===== src/hw/rtl/rsrs_pkg.sv =====
// ----------------------------------------------------------------------------
// rsrs_pkg
// Shared types and constants of the run-length sprite run scaler.
// ----------------------------------------------------------------------------
`timescale 1ns / 1ps
`default_nettype none

package rsrs_pkg;

  // Configuration register indexes.
  localparam logic [1:0] CFG_ORIGIN_X  = 2'd0;
  localparam logic [1:0] CFG_ORIGIN_Y  = 2'd1;
  localparam logic [1:0] CFG_DRAW_SIZE = 2'd2;

  localparam int unsigned CfgDataW    = 11;
  localparam int unsigned DrawSizeW   = 10;
  localparam logic [9:0]  DRAW_SIZE_RST = 10'd64;

  // Saturation limits of the result fields.
  localparam int          RectPosMin = -1024;
  localparam int          RectPosMax = 2047;
  localparam int unsigned RectWMax   = 8191;
  localparam int unsigned RectHMax   = 1023;

  typedef struct packed {
    logic [7:0] run_length;
    logic [7:0] color_code;
    logic       frame_start;
  } in_t;

  typedef struct packed {
    logic signed [11:0] rect_x;
    logic signed [11:0] rect_y;
    logic        [12:0] rect_w;
    logic        [9:0]  rect_h;
    logic        [7:0]  fill_index;
  } out_t;

  typedef struct packed {
    logic signed [10:0] origin_x;
    logic signed [10:0] origin_y;
    logic        [9:0]  draw_size;
  } cfg_t;

  // One run after the position stage.
  typedef struct packed {
    logic       valid;
    logic [7:0] count;
    logic [7:0] color;
  } run_t;

endpackage

`default_nettype wire


===== src/hw/rtl/rsrs_pos.sv =====
// ----------------------------------------------------------------------------
// rsrs_pos
// Pixel position accumulator and first pipeline stage of the run scaler.
// ----------------------------------------------------------------------------
`timescale 1ns / 1ps
`default_nettype none

module rsrs_pos #(
  parameter int unsigned FRAME_W = 64,
  parameter int unsigned FRAME_H = 64,
  localparam int unsigned Total  = FRAME_W * FRAME_H,
  localparam int unsigned PW     = $clog2(Total + 1)
) (
  input  wire logic            clk_i,
  input  wire logic            rst_ni,
  input  wire logic            en_i,
  input  wire logic            in_valid_i,
  input  wire rsrs_pkg::in_t   in_data_i,
  output      logic [PW-1:0]   pos_o,
  output      rsrs_pkg::run_t  run_o
);

  // The sum must hold a position inside the frame plus the longest run, even
  // for the smallest frames where the position is narrower than a run length.
  localparam int unsigned SW = ((PW > 8) ? PW : 8) + 1;

  logic [PW-1:0] pos_q, pos_d;
  logic [PW-1:0] base;
  logic [SW-1:0] sum;
  logic          in_frame;
  logic          accept;
  logic          s1_valid_q;
  logic [PW-1:0] s1_pos_q;
  logic [7:0]    s1_count_q;
  logic [7:0]    s1_color_q;

  assign accept = in_valid_i && en_i;

  always_comb begin
    base     = in_data_i.frame_start ? '0 : pos_q;
    in_frame = base < PW'(Total);
    sum      = SW'(base) + SW'(in_data_i.run_length);
    pos_d    = pos_q;
    if (accept) begin
      if (!in_frame) begin
        pos_d = base;
      end else if (sum > SW'(Total)) begin
        pos_d = PW'(Total);
      end else begin
        pos_d = sum[PW-1:0];
      end
    end
  end

  always_ff @(posedge clk_i or negedge rst_ni) begin
    if (!rst_ni) begin
      pos_q      <= '0;
      s1_valid_q <= 1'b0;
    end else begin
      pos_q <= pos_d;
      if (en_i) begin
        s1_valid_q <= accept && in_frame && (in_data_i.color_code != 8'd0);
      end
    end
  end

  always_ff @(posedge clk_i) begin
    if (en_i) begin
      s1_pos_q   <= base;
      s1_count_q <= in_data_i.run_length;
      s1_color_q <= in_data_i.color_code;
    end
  end

  assign pos_o = s1_pos_q;
  assign run_o = '{valid: s1_valid_q, count: s1_count_q, color: s1_color_q};

  // The position never runs past the end of the frame.
  assert property (@(posedge clk_i) disable iff (!rst_ni)
    pos_q <= PW'(Total))
    else $error("pixel position beyond frame end");

  // A frame start restarts the position from zero before the run is added.
  assert property (@(posedge clk_i) disable iff (!rst_ni)
    accept && in_data_i.frame_start |=>
      ((SW'($past(in_data_i.run_length)) > SW'(Total)) ?
        (pos_q == PW'(Total)) :
        (SW'(pos_q) == SW'($past(in_data_i.run_length)))))
    else $error("position not restarted on frame start");

endmodule

`default_nettype wire


===== src/hw/rtl/rsrs_cdiv.sv =====
// ----------------------------------------------------------------------------
// rsrs_cdiv
// Exact division by a constant through a registered reciprocal product.
// ----------------------------------------------------------------------------
`timescale 1ns / 1ps
`default_nettype none

module rsrs_cdiv #(
  parameter int unsigned DIVISOR = 64,
  parameter int unsigned IN_W    = 16,
  localparam int unsigned LD     = $clog2(DIVISOR),
  localparam int unsigned QW     = IN_W - LD + 1
) (
  input  wire logic            clk_i,
  input  wire logic            en_i,
  input  wire logic [IN_W-1:0] value_i,
  output      logic [QW-1:0]   quot_o
);

  // With a shift of IN_W plus ceil(log2) of the divisor, the rounded-up
  // reciprocal gives the exact floor quotient for every IN_W-bit value.
  localparam int unsigned     SH  = IN_W + LD;
  localparam int unsigned     MW  = IN_W + 1;
  localparam int unsigned     PRW = IN_W + MW;
  localparam longint unsigned Mul = ((64'd1 << SH) + DIVISOR - 1) / DIVISOR;
  localparam logic [MW-1:0]   MulK = MW'(Mul);

  logic [PRW-1:0] prod_q;

  always_ff @(posedge clk_i) begin
    if (en_i) begin
      prod_q <= PRW'(value_i) * PRW'(MulK);
    end
  end

  assign quot_o = prod_q[SH +: QW];

endmodule

`default_nettype wire


===== src/hw/rtl/rsrs_geom.sv =====
// ----------------------------------------------------------------------------
// rsrs_geom
// Row and column split, scaling and saturation of one run into a rectangle.
// ----------------------------------------------------------------------------
`timescale 1ns / 1ps
`default_nettype none

module rsrs_geom #(
  parameter int unsigned FRAME_W = 64,
  parameter int unsigned FRAME_H = 64,
  localparam int unsigned Total  = FRAME_W * FRAME_H,
  localparam int unsigned PW     = $clog2(Total + 1)
) (
  input  wire logic            clk_i,
  input  wire logic            rst_ni,
  input  wire logic            en_i,
  input  wire rsrs_pkg::cfg_t  cfg_i,
  input  wire logic [PW-1:0]   pos_i,
  input  wire rsrs_pkg::run_t  run_i,
  output      logic            out_valid_o,
  output      rsrs_pkg::out_t  out_data_o
);

  localparam int unsigned DW  = rsrs_pkg::DrawSizeW;
  localparam int unsigned CW  = $clog2(FRAME_W);
  localparam int unsigned RW  = $clog2(FRAME_H + 1);
  localparam int unsigned CCW = $clog2(FRAME_W + 256);
  localparam int unsigned LIN = CW + DW;
  localparam int unsigned RIN = CCW + DW;
  localparam int unsigned TIN = RW + DW;
  localparam int unsigned PQ  = PW - $clog2(FRAME_W) + 1;
  localparam int unsigned LQ  = LIN - $clog2(FRAME_W) + 1;
  localparam int unsigned RQ  = RIN - $clog2(FRAME_W) + 1;
  localparam int unsigned TQ  = TIN - $clog2(FRAME_H) + 1;
  localparam int unsigned XW  = 14;

  // Stage 2: row quotient product.
  logic            s2_valid_q;
  logic [PW-1:0]   s2_pos_q;
  logic [7:0]      s2_count_q, s2_color_q;
  logic [PQ-1:0]   row_quot;

  // Stage 3: row and column.
  logic            s3_valid_q;
  logic [RW-1:0]   s3_row_q;
  logic [CW-1:0]   s3_col_q;
  logic [7:0]      s3_count_q, s3_color_q;
  logic [PW-1:0]   row_base;
  logic [PW-1:0]   col_full;

  // Stage 4: edges times draw size.
  logic            s4_valid_q;
  logic [RW-1:0]   s4_row_q;
  logic [CW-1:0]   s4_col_q;
  logic [7:0]      s4_count_q, s4_color_q;
  logic [LIN-1:0]  s4_lprod_q;
  logic [RIN-1:0]  s4_rprod_q;
  logic [TIN-1:0]  s4_tprod_q, s4_bprod_q;
  logic [CCW-1:0]  col_end;

  // Stage 5: scaled edges.
  logic            s5_valid_q;
  logic [RW-1:0]   s5_row_q;
  logic [CW-1:0]   s5_col_q;
  logic [7:0]      s5_count_q, s5_color_q;
  logic [LQ-1:0]   left_q;
  logic [RQ-1:0]   right_q;
  logic [TQ-1:0]   top_q, bottom_q;

  // Stage 6: result register.
  logic            out_valid_q;
  rsrs_pkg::out_t  out_q, out_d;
  logic            native;
  logic signed [XW-1:0] rx_s, ry_s, rx_c, ry_c;
  logic [31:0]     rw_ext, rh_ext;
  logic [RQ-1:0]   rw_span;
  logic [TQ-1:0]   rh_span;

  rsrs_cdiv #(.DIVISOR(FRAME_W), .IN_W(PW)) u_row_div (
    .clk_i   (clk_i),
    .en_i    (en_i),
    .value_i (pos_i),
    .quot_o  (row_quot)
  );

  assign row_base = PW'(row_quot) * PW'(FRAME_W);
  assign col_full = s2_pos_q - row_base;
  assign col_end  = CCW'(s3_col_q) + CCW'(s3_count_q);

  rsrs_cdiv #(.DIVISOR(FRAME_W), .IN_W(LIN)) u_left_div (
    .clk_i   (clk_i),
    .en_i    (en_i),
    .value_i (s4_lprod_q),
    .quot_o  (left_q)
  );

  rsrs_cdiv #(.DIVISOR(FRAME_W), .IN_W(RIN)) u_right_div (
    .clk_i   (clk_i),
    .en_i    (en_i),
    .value_i (s4_rprod_q),
    .quot_o  (right_q)
  );

  rsrs_cdiv #(.DIVISOR(FRAME_H), .IN_W(TIN)) u_top_div (
    .clk_i   (clk_i),
    .en_i    (en_i),
    .value_i (s4_tprod_q),
    .quot_o  (top_q)
  );

  rsrs_cdiv #(.DIVISOR(FRAME_H), .IN_W(TIN)) u_bottom_div (
    .clk_i   (clk_i),
    .en_i    (en_i),
    .value_i (s4_bprod_q),
    .quot_o  (bottom_q)
  );

  always_comb begin
    native  = cfg_i.draw_size == DW'(FRAME_W);
    rw_span = right_q - RQ'(left_q);
    rh_span = bottom_q - top_q;
    rw_ext  = 32'(rw_span);
    rh_ext  = 32'(rh_span);
    if (native) begin
      rx_s   = XW'(cfg_i.origin_x) + XW'(s5_col_q);
      ry_s   = XW'(cfg_i.origin_y) + XW'(s5_row_q);
      rw_ext = 32'(s5_count_q);
      rh_ext = 32'd1;
    end else begin
      rx_s = XW'(cfg_i.origin_x) + XW'(left_q);
      ry_s = XW'(cfg_i.origin_y) + XW'(top_q);
      if (rw_ext == 32'd0) begin
        rw_ext = 32'd1;
      end
      if (rh_ext == 32'd0) begin
        rh_ext = 32'd1;
      end
    end

    if (rx_s < XW'(rsrs_pkg::RectPosMin)) begin
      rx_c = XW'(rsrs_pkg::RectPosMin);
    end else if (rx_s > XW'(rsrs_pkg::RectPosMax)) begin
      rx_c = XW'(rsrs_pkg::RectPosMax);
    end else begin
      rx_c = rx_s;
    end
    if (ry_s < XW'(rsrs_pkg::RectPosMin)) begin
      ry_c = XW'(rsrs_pkg::RectPosMin);
    end else if (ry_s > XW'(rsrs_pkg::RectPosMax)) begin
      ry_c = XW'(rsrs_pkg::RectPosMax);
    end else begin
      ry_c = ry_s;
    end

    out_d.rect_x     = 12'(rx_c);
    out_d.rect_y     = 12'(ry_c);
    out_d.rect_w     = (rw_ext > 32'(rsrs_pkg::RectWMax)) ? 13'(rsrs_pkg::RectWMax)
                                                          : 13'(rw_ext);
    out_d.rect_h     = (rh_ext > 32'(rsrs_pkg::RectHMax)) ? 10'(rsrs_pkg::RectHMax)
                                                          : 10'(rh_ext);
    out_d.fill_index = s5_color_q;
  end

  always_ff @(posedge clk_i or negedge rst_ni) begin
    if (!rst_ni) begin
      s2_valid_q  <= 1'b0;
      s3_valid_q  <= 1'b0;
      s4_valid_q  <= 1'b0;
      s5_valid_q  <= 1'b0;
      out_valid_q <= 1'b0;
    end else if (en_i) begin
      s2_valid_q  <= run_i.valid;
      s3_valid_q  <= s2_valid_q;
      s4_valid_q  <= s3_valid_q;
      s5_valid_q  <= s4_valid_q;
      out_valid_q <= s5_valid_q;
    end
  end

  always_ff @(posedge clk_i) begin
    if (en_i) begin
      s2_pos_q   <= pos_i;
      s2_count_q <= run_i.count;
      s2_color_q <= run_i.color;

      s3_row_q   <= RW'(row_quot);
      s3_col_q   <= col_full[CW-1:0];
      s3_count_q <= s2_count_q;
      s3_color_q <= s2_color_q;

      s4_row_q   <= s3_row_q;
      s4_col_q   <= s3_col_q;
      s4_count_q <= s3_count_q;
      s4_color_q <= s3_color_q;
      s4_lprod_q <= LIN'(s3_col_q) * LIN'(cfg_i.draw_size);
      s4_rprod_q <= RIN'(col_end) * RIN'(cfg_i.draw_size);
      s4_tprod_q <= TIN'(s3_row_q) * TIN'(cfg_i.draw_size);
      s4_bprod_q <= TIN'(s3_row_q + RW'(1)) * TIN'(cfg_i.draw_size);

      s5_row_q   <= s4_row_q;
      s5_col_q   <= s4_col_q;
      s5_count_q <= s4_count_q;
      s5_color_q <= s4_color_q;

      out_q      <= out_d;
    end
  end

  assign out_valid_o = out_valid_q;
  assign out_data_o  = out_q;

endmodule

`default_nettype wire


===== src/hw/rtl/rle_sprite_run_scaler.sv =====
// ----------------------------------------------------------------------------
// rle_sprite_run_scaler
// Turns run-length sprite pairs into filled screen rectangles.
// ----------------------------------------------------------------------------
// Usage: the input channel carries one run per transfer (run length, palette
// index, frame-start flag). The output channel carries one rectangle per
// non-transparent run that starts inside the FRAME_W x FRAME_H sprite;
// transparent runs and runs past the frame end produce no transfer.
// Both channels use valid and stall; a transfer completes on a rising edge
// with valid high and stall low. The configuration port writes origin_x,
// origin_y and draw_size with a single-cycle write enable. The user must
// write it only while the pipeline is empty; the block does not enforce it.
// The pipeline takes one run per cycle while the output is not stalled;
// the only loop between runs is the position accumulator, whose next
// position is formed combinationally from the accepted run. The row and scaled
// edge divisions are reciprocal multiplies, each followed by a register.
// Reset clears the pixel position, empties the pipeline and loads the
// registers with origin 0,0 and draw size 64. While the output is valid and
// stalled, the whole pipeline holds and the input stall is raised.
// ----------------------------------------------------------------------------
`timescale 1ns / 1ps
`default_nettype none

module rle_sprite_run_scaler #(
  parameter int unsigned FRAME_W = 64,
  parameter int unsigned FRAME_H = 64
) (
  input  wire logic                              clk_i,
  input  wire logic                              rst_ni,
  input  wire logic                              cfg_we_i,
  input  wire logic [1:0]                        cfg_idx_i,
  input  wire logic [rsrs_pkg::CfgDataW-1:0]     cfg_wdata_i,
  input  wire logic                              in_valid_i,
  output      logic                              in_stall_o,
  input  wire rsrs_pkg::in_t                     in_data_i,
  output      logic                              out_valid_o,
  input  wire logic                              out_stall_i,
  output      rsrs_pkg::out_t                    out_data_o
);

  localparam int unsigned Total = FRAME_W * FRAME_H;
  localparam int unsigned PW    = $clog2(Total + 1);

  rsrs_pkg::cfg_t cfg_q;
  logic           pipe_en;
  logic [PW-1:0]  run_pos;
  rsrs_pkg::run_t run_info;

  // The pipeline moves as one whenever the result register is free or its
  // rectangle is being taken in this cycle. Empty slots travel as bubbles.
  assign pipe_en    = !out_valid_o || !out_stall_i;
  assign in_stall_o = !pipe_en;

  // Configuration registers. Writes to the unused index are dropped.
  always_ff @(posedge clk_i or negedge rst_ni) begin
    if (!rst_ni) begin
      cfg_q.origin_x  <= '0;
      cfg_q.origin_y  <= '0;
      cfg_q.draw_size <= rsrs_pkg::DRAW_SIZE_RST;
    end else if (cfg_we_i) begin
      unique case (cfg_idx_i)
        rsrs_pkg::CFG_ORIGIN_X: begin
          cfg_q.origin_x <= cfg_wdata_i;
        end
        rsrs_pkg::CFG_ORIGIN_Y: begin
          cfg_q.origin_y <= cfg_wdata_i;
        end
        rsrs_pkg::CFG_DRAW_SIZE: begin
          cfg_q.draw_size <= cfg_wdata_i[rsrs_pkg::DrawSizeW-1:0];
        end
        default: begin
        end
      endcase
    end
  end

  // Position accumulator: stamps each run with its starting pixel and
  // decides whether it yields a rectangle at all.
  rsrs_pos #(.FRAME_W(FRAME_W), .FRAME_H(FRAME_H)) u_pos (
    .clk_i      (clk_i),
    .rst_ni     (rst_ni),
    .en_i       (pipe_en),
    .in_valid_i (in_valid_i),
    .in_data_i  (in_data_i),
    .pos_o      (run_pos),
    .run_o      (run_info)
  );

  // Row/column split, scaling to the draw size and saturation.
  rsrs_geom #(.FRAME_W(FRAME_W), .FRAME_H(FRAME_H)) u_geom (
    .clk_i       (clk_i),
    .rst_ni      (rst_ni),
    .en_i        (pipe_en),
    .cfg_i       (cfg_q),
    .pos_i       (run_pos),
    .run_i       (run_info),
    .out_valid_o (out_valid_o),
    .out_data_o  (out_data_o)
  );

  // Only non-transparent runs may reach the output.
  assert property (@(posedge clk_i) disable iff (!rst_ni)
    out_valid_o |-> out_data_o.fill_index != 8'd0)
    else $error("transparent run produced a rectangle");

  // Every rectangle is at least one pixel high.
  assert property (@(posedge clk_i) disable iff (!rst_ni)
    out_valid_o |-> out_data_o.rect_h != 10'd0)
    else $error("rectangle with zero height");

endmodule

`default_nettype wire


===== config.mk =====
export PLATFORM = sky130hd
export DESIGN_NAME = rle_sprite_run_scaler
export DESIGN_NICKNAME = d
export VERILOG_FILES = /design/src/hw/rtl/rsrs_pkg.sv /design/src/hw/rtl/rsrs_pos.sv /design/src/hw/rtl/rsrs_cdiv.sv /design/src/hw/rtl/rsrs_geom.sv /design/src/hw/rtl/rle_sprite_run_scaler.sv
export SDC_FILE = /design/constraint.sdc
export NUM_CORES = 1
export LEC_CHECK = 0
export ABC_AREA = 1
export BUFFER_PORTS_ARGS = -buffer_cell sky130_fd_sc_hd__buf_4
export CORE_MARGIN = 4
export CORE_UTILIZATION = 50
export CTS_BUF_LIST = sky130_fd_sc_hd__clkbuf_8
export DETAILED_ROUTE_END_ITERATION = 12
export PLACE_DENSITY = 0.76
export SYNTH_ARGS = -nofsm -noshare
export SYNTH_HDL_FRONTEND = slang
export SYNTH_HIERARCHICAL = 1
export SYNTH_SLANG_ARGS = --single-unit

===== constraint.sdc =====
create_clock -name clk_i -period 9.52 [get_ports clk_i]
set_input_delay 0.952 -clock clk_i [delete_from_list [all_inputs] [get_ports clk_i]]
set_output_delay 0.952 -clock clk_i [all_outputs]
set_load 0.05 [all_outputs]

-- After elaboration in Yosys (flattened, before gate mapping)
Cells that the tools add are included.
- flip-flop bits (word level): 389
- output and inout bits: 57
- logic and storage cells: 95
- add/subtract/negate cells: 10
- multiply operators: 4
- $lt $le $gt $ge: 8
- equal/unequal tests: 3
- multiplexer cells: 11
- reduce and logical (&&, ||, !) cells: 16
- operators by type and width (operator ; number):
    $mux 32 ; 2
    $mux 14 ; 3
    $mux 13 ; 3
    $mux 12 ; 3
    $gt 32x10->1 const B ; 1
    $gt 32x13->1 const B ; 1
    $gt 14x12->1 const B ; 2
    $lt 14x11->1 const B ; 2
    $mul 9x10->19 ; 1
    $mul 17x10->17 ; 1
    $mul 7x10->17 ; 1
    $mul 6x10->16 ; 1
    $add 13x8->14 ; 1
    $gt 14x13->1 const B ; 1
    $logic_not 14->1 ; 1
    $sub 13x10->14 ; 1
    $add 11x12->13 ; 1
    $lt 13x13->1 const B ; 1
    $add 11x11->12 ; 1
    $add 11x7->12 ; 1
    $add 11x8->12 ; 1
    $logic_not 12->1 ; 1
    $sub 11x11->12 ; 1
    $eq 10x7->1 const B ; 1
    other kinds (12) ; 19

-- Longest topological paths before layout
- depth in word-level cells: 5
- depth in mapped cells: 30
- gate-level depth less buffers: 30

-- By module
The synthesis kept the hierarchy.
- by module, submodules not included (module ; times used ; cells each ; area each (µm²) ; sequential area each (µm²)):
    rsrs_geom ; 1 ; 2378 ; 21276.7 ; 7121.8
    rsrs_pos ; 1 ; 251 ; 2284.7 ; 1221.2
    rle_sprite_run_scaler ; 1 ; 147 ; 1365.1 ; 802.0
    rsrs_cdiv at u_geom.u_bottom_div ... ; 2 ; 13 ; 341.6 ; 330.3
    rsrs_cdiv at u_geom.u_right_div ; 1 ; 15 ; 401.6 ; 390.4
    rsrs_cdiv at u_geom.u_left_div ; 1 ; 12 ; 311.5 ; 300.3
    rsrs_cdiv at u_geom.u_row_div ; 1 ; 9 ; 221.5 ; 210.2

-- Worst setup path before layout
Ideal clock, no wire load.
- kind: input -> output
- start: in out_stall_i
- end: out in_stall_o
- data arrival time: 9.910 ns
- setup slack: -1.342 ns
- stages: 2
- buffers on the path: 0
- path through: nand2_1 > inv_1
- cells in the longest elaborated chain, start to end: 3
- ends and longest elaborated chain (what ; line ; RTL):
    start, declared ; rle_sprite_run_scaler.sv:37 ; input wire logic out_stall_i,
    $logic_not 1->1 ; rle_sprite_run_scaler.sv:51 ; assign pipe_en = !out_valid_o || !out_stall_i;
    $logic_or 1x1->1 ; rle_sprite_run_scaler.sv:51 ;
    $logic_not 1->1 ; rle_sprite_run_scaler.sv:52 ; assign in_stall_o = !pipe_en;
    end, declared ; rle_sprite_run_scaler.sv:34 ; output logic in_stall_o,
No other way between the ends.

-- Worst setup path in the final report
- start: reg u_geom.s3_col_q[0]
- end: reg u_geom.s4_rprod_q[13], data pin
- cells in the longest elaborated chain, start to end: 2
- ends and longest elaborated chain (what ; line ; RTL):
    start, declared ; rsrs_geom.sv:46 ; logic [CW-1:0] s3_col_q;
    start signal, assigned ; rsrs_geom.sv:187 ; s3_col_q <= col_full[CW-1:0];
    $add 6x8->9 ; rsrs_geom.sv:88 ; assign col_end = CCW'(s3_col_q) + CCW'(s3_count_q);
    $mul 9x10->19 ; rsrs_geom.sv:196 ; s4_rprod_q <= RIN'(col_end) * RIN'(cfg_i.draw_size);
    end signal, assigned ; rsrs_geom.sv:196 ;
    end, declared ; rsrs_geom.sv:57 ; logic [RIN-1:0] s4_rprod_q;
No other way between the ends.
A chain may end at the register's enable or synchronous reset.

==> impl_metrics.tcl <==
set metrics [dict create \
    outcome "completed" \
    wirelength_um 58300 \
    synthesis.nets 3227 \
    drive_above_1_share_pct 9.80 \
    grt_max_degree 101 \
    postCtsSetupRepairBufs 0 \
    clock_latency_ns 0.67 \
    clock_sinks 341 \
    r2r-start "u_geom/s3_col_q[0]" \
    ctsResizeCount 0 \
    design.core.area_um2 50500 \
    fmax_ghz 0.163 \
    tritoncts "done" \
    report.final.hold_viol_count 0 \
    syn_inst 2799 \
    ff2ff_setup_slack_ns 3.40 \
    fillers 4442 \
    first_iter_violations 1462 \
    path_clk_slew_ns 0.07 \
    crit_fanout 11 \
    track_usage_pct 21.0 \
    drtAntennaViolNets 0 \
    worst_ep_arrival_time_ns 6.53 \
    min_period_ns 6.12 \
    syn_to_final_growth_pct 9.46 \
    tns_ns 0 \
    drcViolationCount 0 \
    design.die.area_um2 55200 \
    syn_area_um2 25700 \
    ios 92 \
    crit_path_start_kind "flip-flop" \
    dp_hpwl_um 44500 \
    postCtsHoldBufs 0 \
    path_class "reg2reg" \
    wl_met3_um 3650 \
    die_h_um 235 \
    met2_length_um 28100 \
    post_drt_via_cell_ratio 5.21 \
    min_path_type "in2async" \
    finalMaxSlewViolations 0 \
    port_buffers 91 \
    grt_pass1_vias 19200 \
    place_congestion 0.914 \
    syn_area_per_cell_um2 9.20 \
    root_buffer "clkbuf_8" \
    start_util_pct 51.0 \
    timing.max_cap.violations 0 \
    wl_per_cell_um 16.2 \
    h-tree-depth 2 \
    die_x_um 235 \
    wl_met1_um 25000 \
    skew_ns 0.0348 \
    cts_buffer_depth 3 \
    antenna_found_initial 1 \
    ys_warn_count 6 \
    setup_viol 0 \
    grt_pass1_wl_um 95900 \
    rsz0062_at_grt "false" \
    highest_layer "met4" \
    nNetsFinal 3309 \
    grt_remaining_overflow 0 \
    r2r-end "u_geom/s4_rprod_q[13]" \
    tightest_slew_ns 0.981 \
    fin_crit_sh_pct 64.3 \
    slew_headroom_pct 34.6 \
    dr.pass1.iters 6 \
    vias 18800 \
    crit_required_ns 9.93 \
    rr_worst_depth 23 \
    rows 82 \
    cts_made_buffers 55 \
    endpoint_kind "flip-flop" \
]
[worst max-delay path by stage]
| stage | startpoint | end | slack, ns | depth (start not counted) |
|---|---|---|---|---|
| final | u_geom/s3_col_q[0] | u_geom/s4_rprod_q[13] | 3.40 | 23 |
| after global routing | u_geom/s3_col_q[0] | u_geom/s4_rprod_q[13] | 2.96 | 23 |
| after CTS | u_geom/s3_col_q[0] | u_geom/s4_rprod_q[13] | 3.40 | 23 |
| after global placement | u_geom/s3_col_q[0] | u_geom/s4_rprod_q[13] | 3.57 | 23 |
| after detailed placement | u_geom/s3_col_q[0] | u_geom/s4_rprod_q[13] | 3.44 | 23 |
| after floorplan | out_stall_i | in_stall_o | 2.84 | 2 |
[cell usage in the layout, fill, tap and decap left out, types with 5 or more instances in the layout]
cell / n
nand2_1: 664
inv_1: 495
edfxtp_1: 290
ha_1: 209
nor2_1: 207
fa_1: 184
nand3_1: 151
a21oi_1: 122
buf_4: 103
clkbuf_8: 63
xor2_1: 53
dfrtp_1: 50
nand4_1: 49
o21ai_0: 40
nand2_2: 27
xnor2_1: 27
inv_2: 16
nor3_1: 15
nand3b_1: 11
a21oi_2: 11
clkinv_2: 10
nor2_2: 8
clkinv_1: 8
a31oi_1: 8
a21o_1: 8
nand3_2: 6
or2_2: 6
o21bai_1: 6
nand2_4: 6
o211ai_1: 6
bufinv_16: 5
o21ai_1: 5
[registers in the layout, indices dropped and copies added, names as in the netlist, 13 cells and up]
register / flops
u_geom/out_data_o: 55
cfg_q: 32
u_geom/s4_rprod_q: 13
u_geom/u_right_div/prod_q: 13
u_pos/pos_o: 13
u_pos/pos_q: 13
[per-layer routing]
layer  GRT usage [%]  vias to the layer above
met3            3.75                      105
met2            35.4                      568
li1                -                     9120
met1            27.9                     8981
met5               0                        -
met4            6.66                        0
[through the flow]
stage	hold slack (ns)	utilization [%]	cells	worst slack, ns	instance area (um2)
2_1_floorplan	0.400	-	2799	2.84	25700
3_3_place_gp	0.401	53.4	3496	3.57	27000
3_5_place_dp	0.405	53.4	3496	3.44	27000
4_1_cts	0.295	55.8	3600	3.40	28200
5_1_grt	0.322	55.8	3601	2.96	28200
6_report	0.318	55.8	3601	3.40	28200
[critical path: stages (launching register included)]
cell	delay, ns
edfxtp_1	0.55
ha_1	0.23
inv_1	0.06
fa_1	0.40
o21ai_1	0.22
a21oi_1	0.12
o21ai_2	0.19
nand3_1	0.29
inv_1	0.15
nand2_1	0.09
fa_1	0.53
fa_1	0.55
inv_1	0.06
fa_1	0.52
inv_1	0.05
fa_1	0.54
inv_1	0.04
ha_1	0.35
a21o_1	0.21
a31oi_1	0.22
o21ai_0	0.16
nand3_1	0.10
nand2_1	0.06
xor2_1	0.15
[area by class of cell]
cell class / instances / area [um2] / share of cell area [%]
flip-flops and latches: 341 / 9990 / 35.4
well taps: 672 / 841 / 2.98
clock buffers: 63 / 867 / 3.08
inverters: 503 / 1900 / 6.73
diodes: 1 / 2.50 / 0.00888
clock inverters: 41 / 354 / 1.26
repair buffers: 103 / 773 / 2.74
multi-input cells: 1877 / 13500 / 47.8
Power is left out: the tool's default activity adds up to more than one toggle a clock period on the data nets, which glitch-free logic cannot reach.
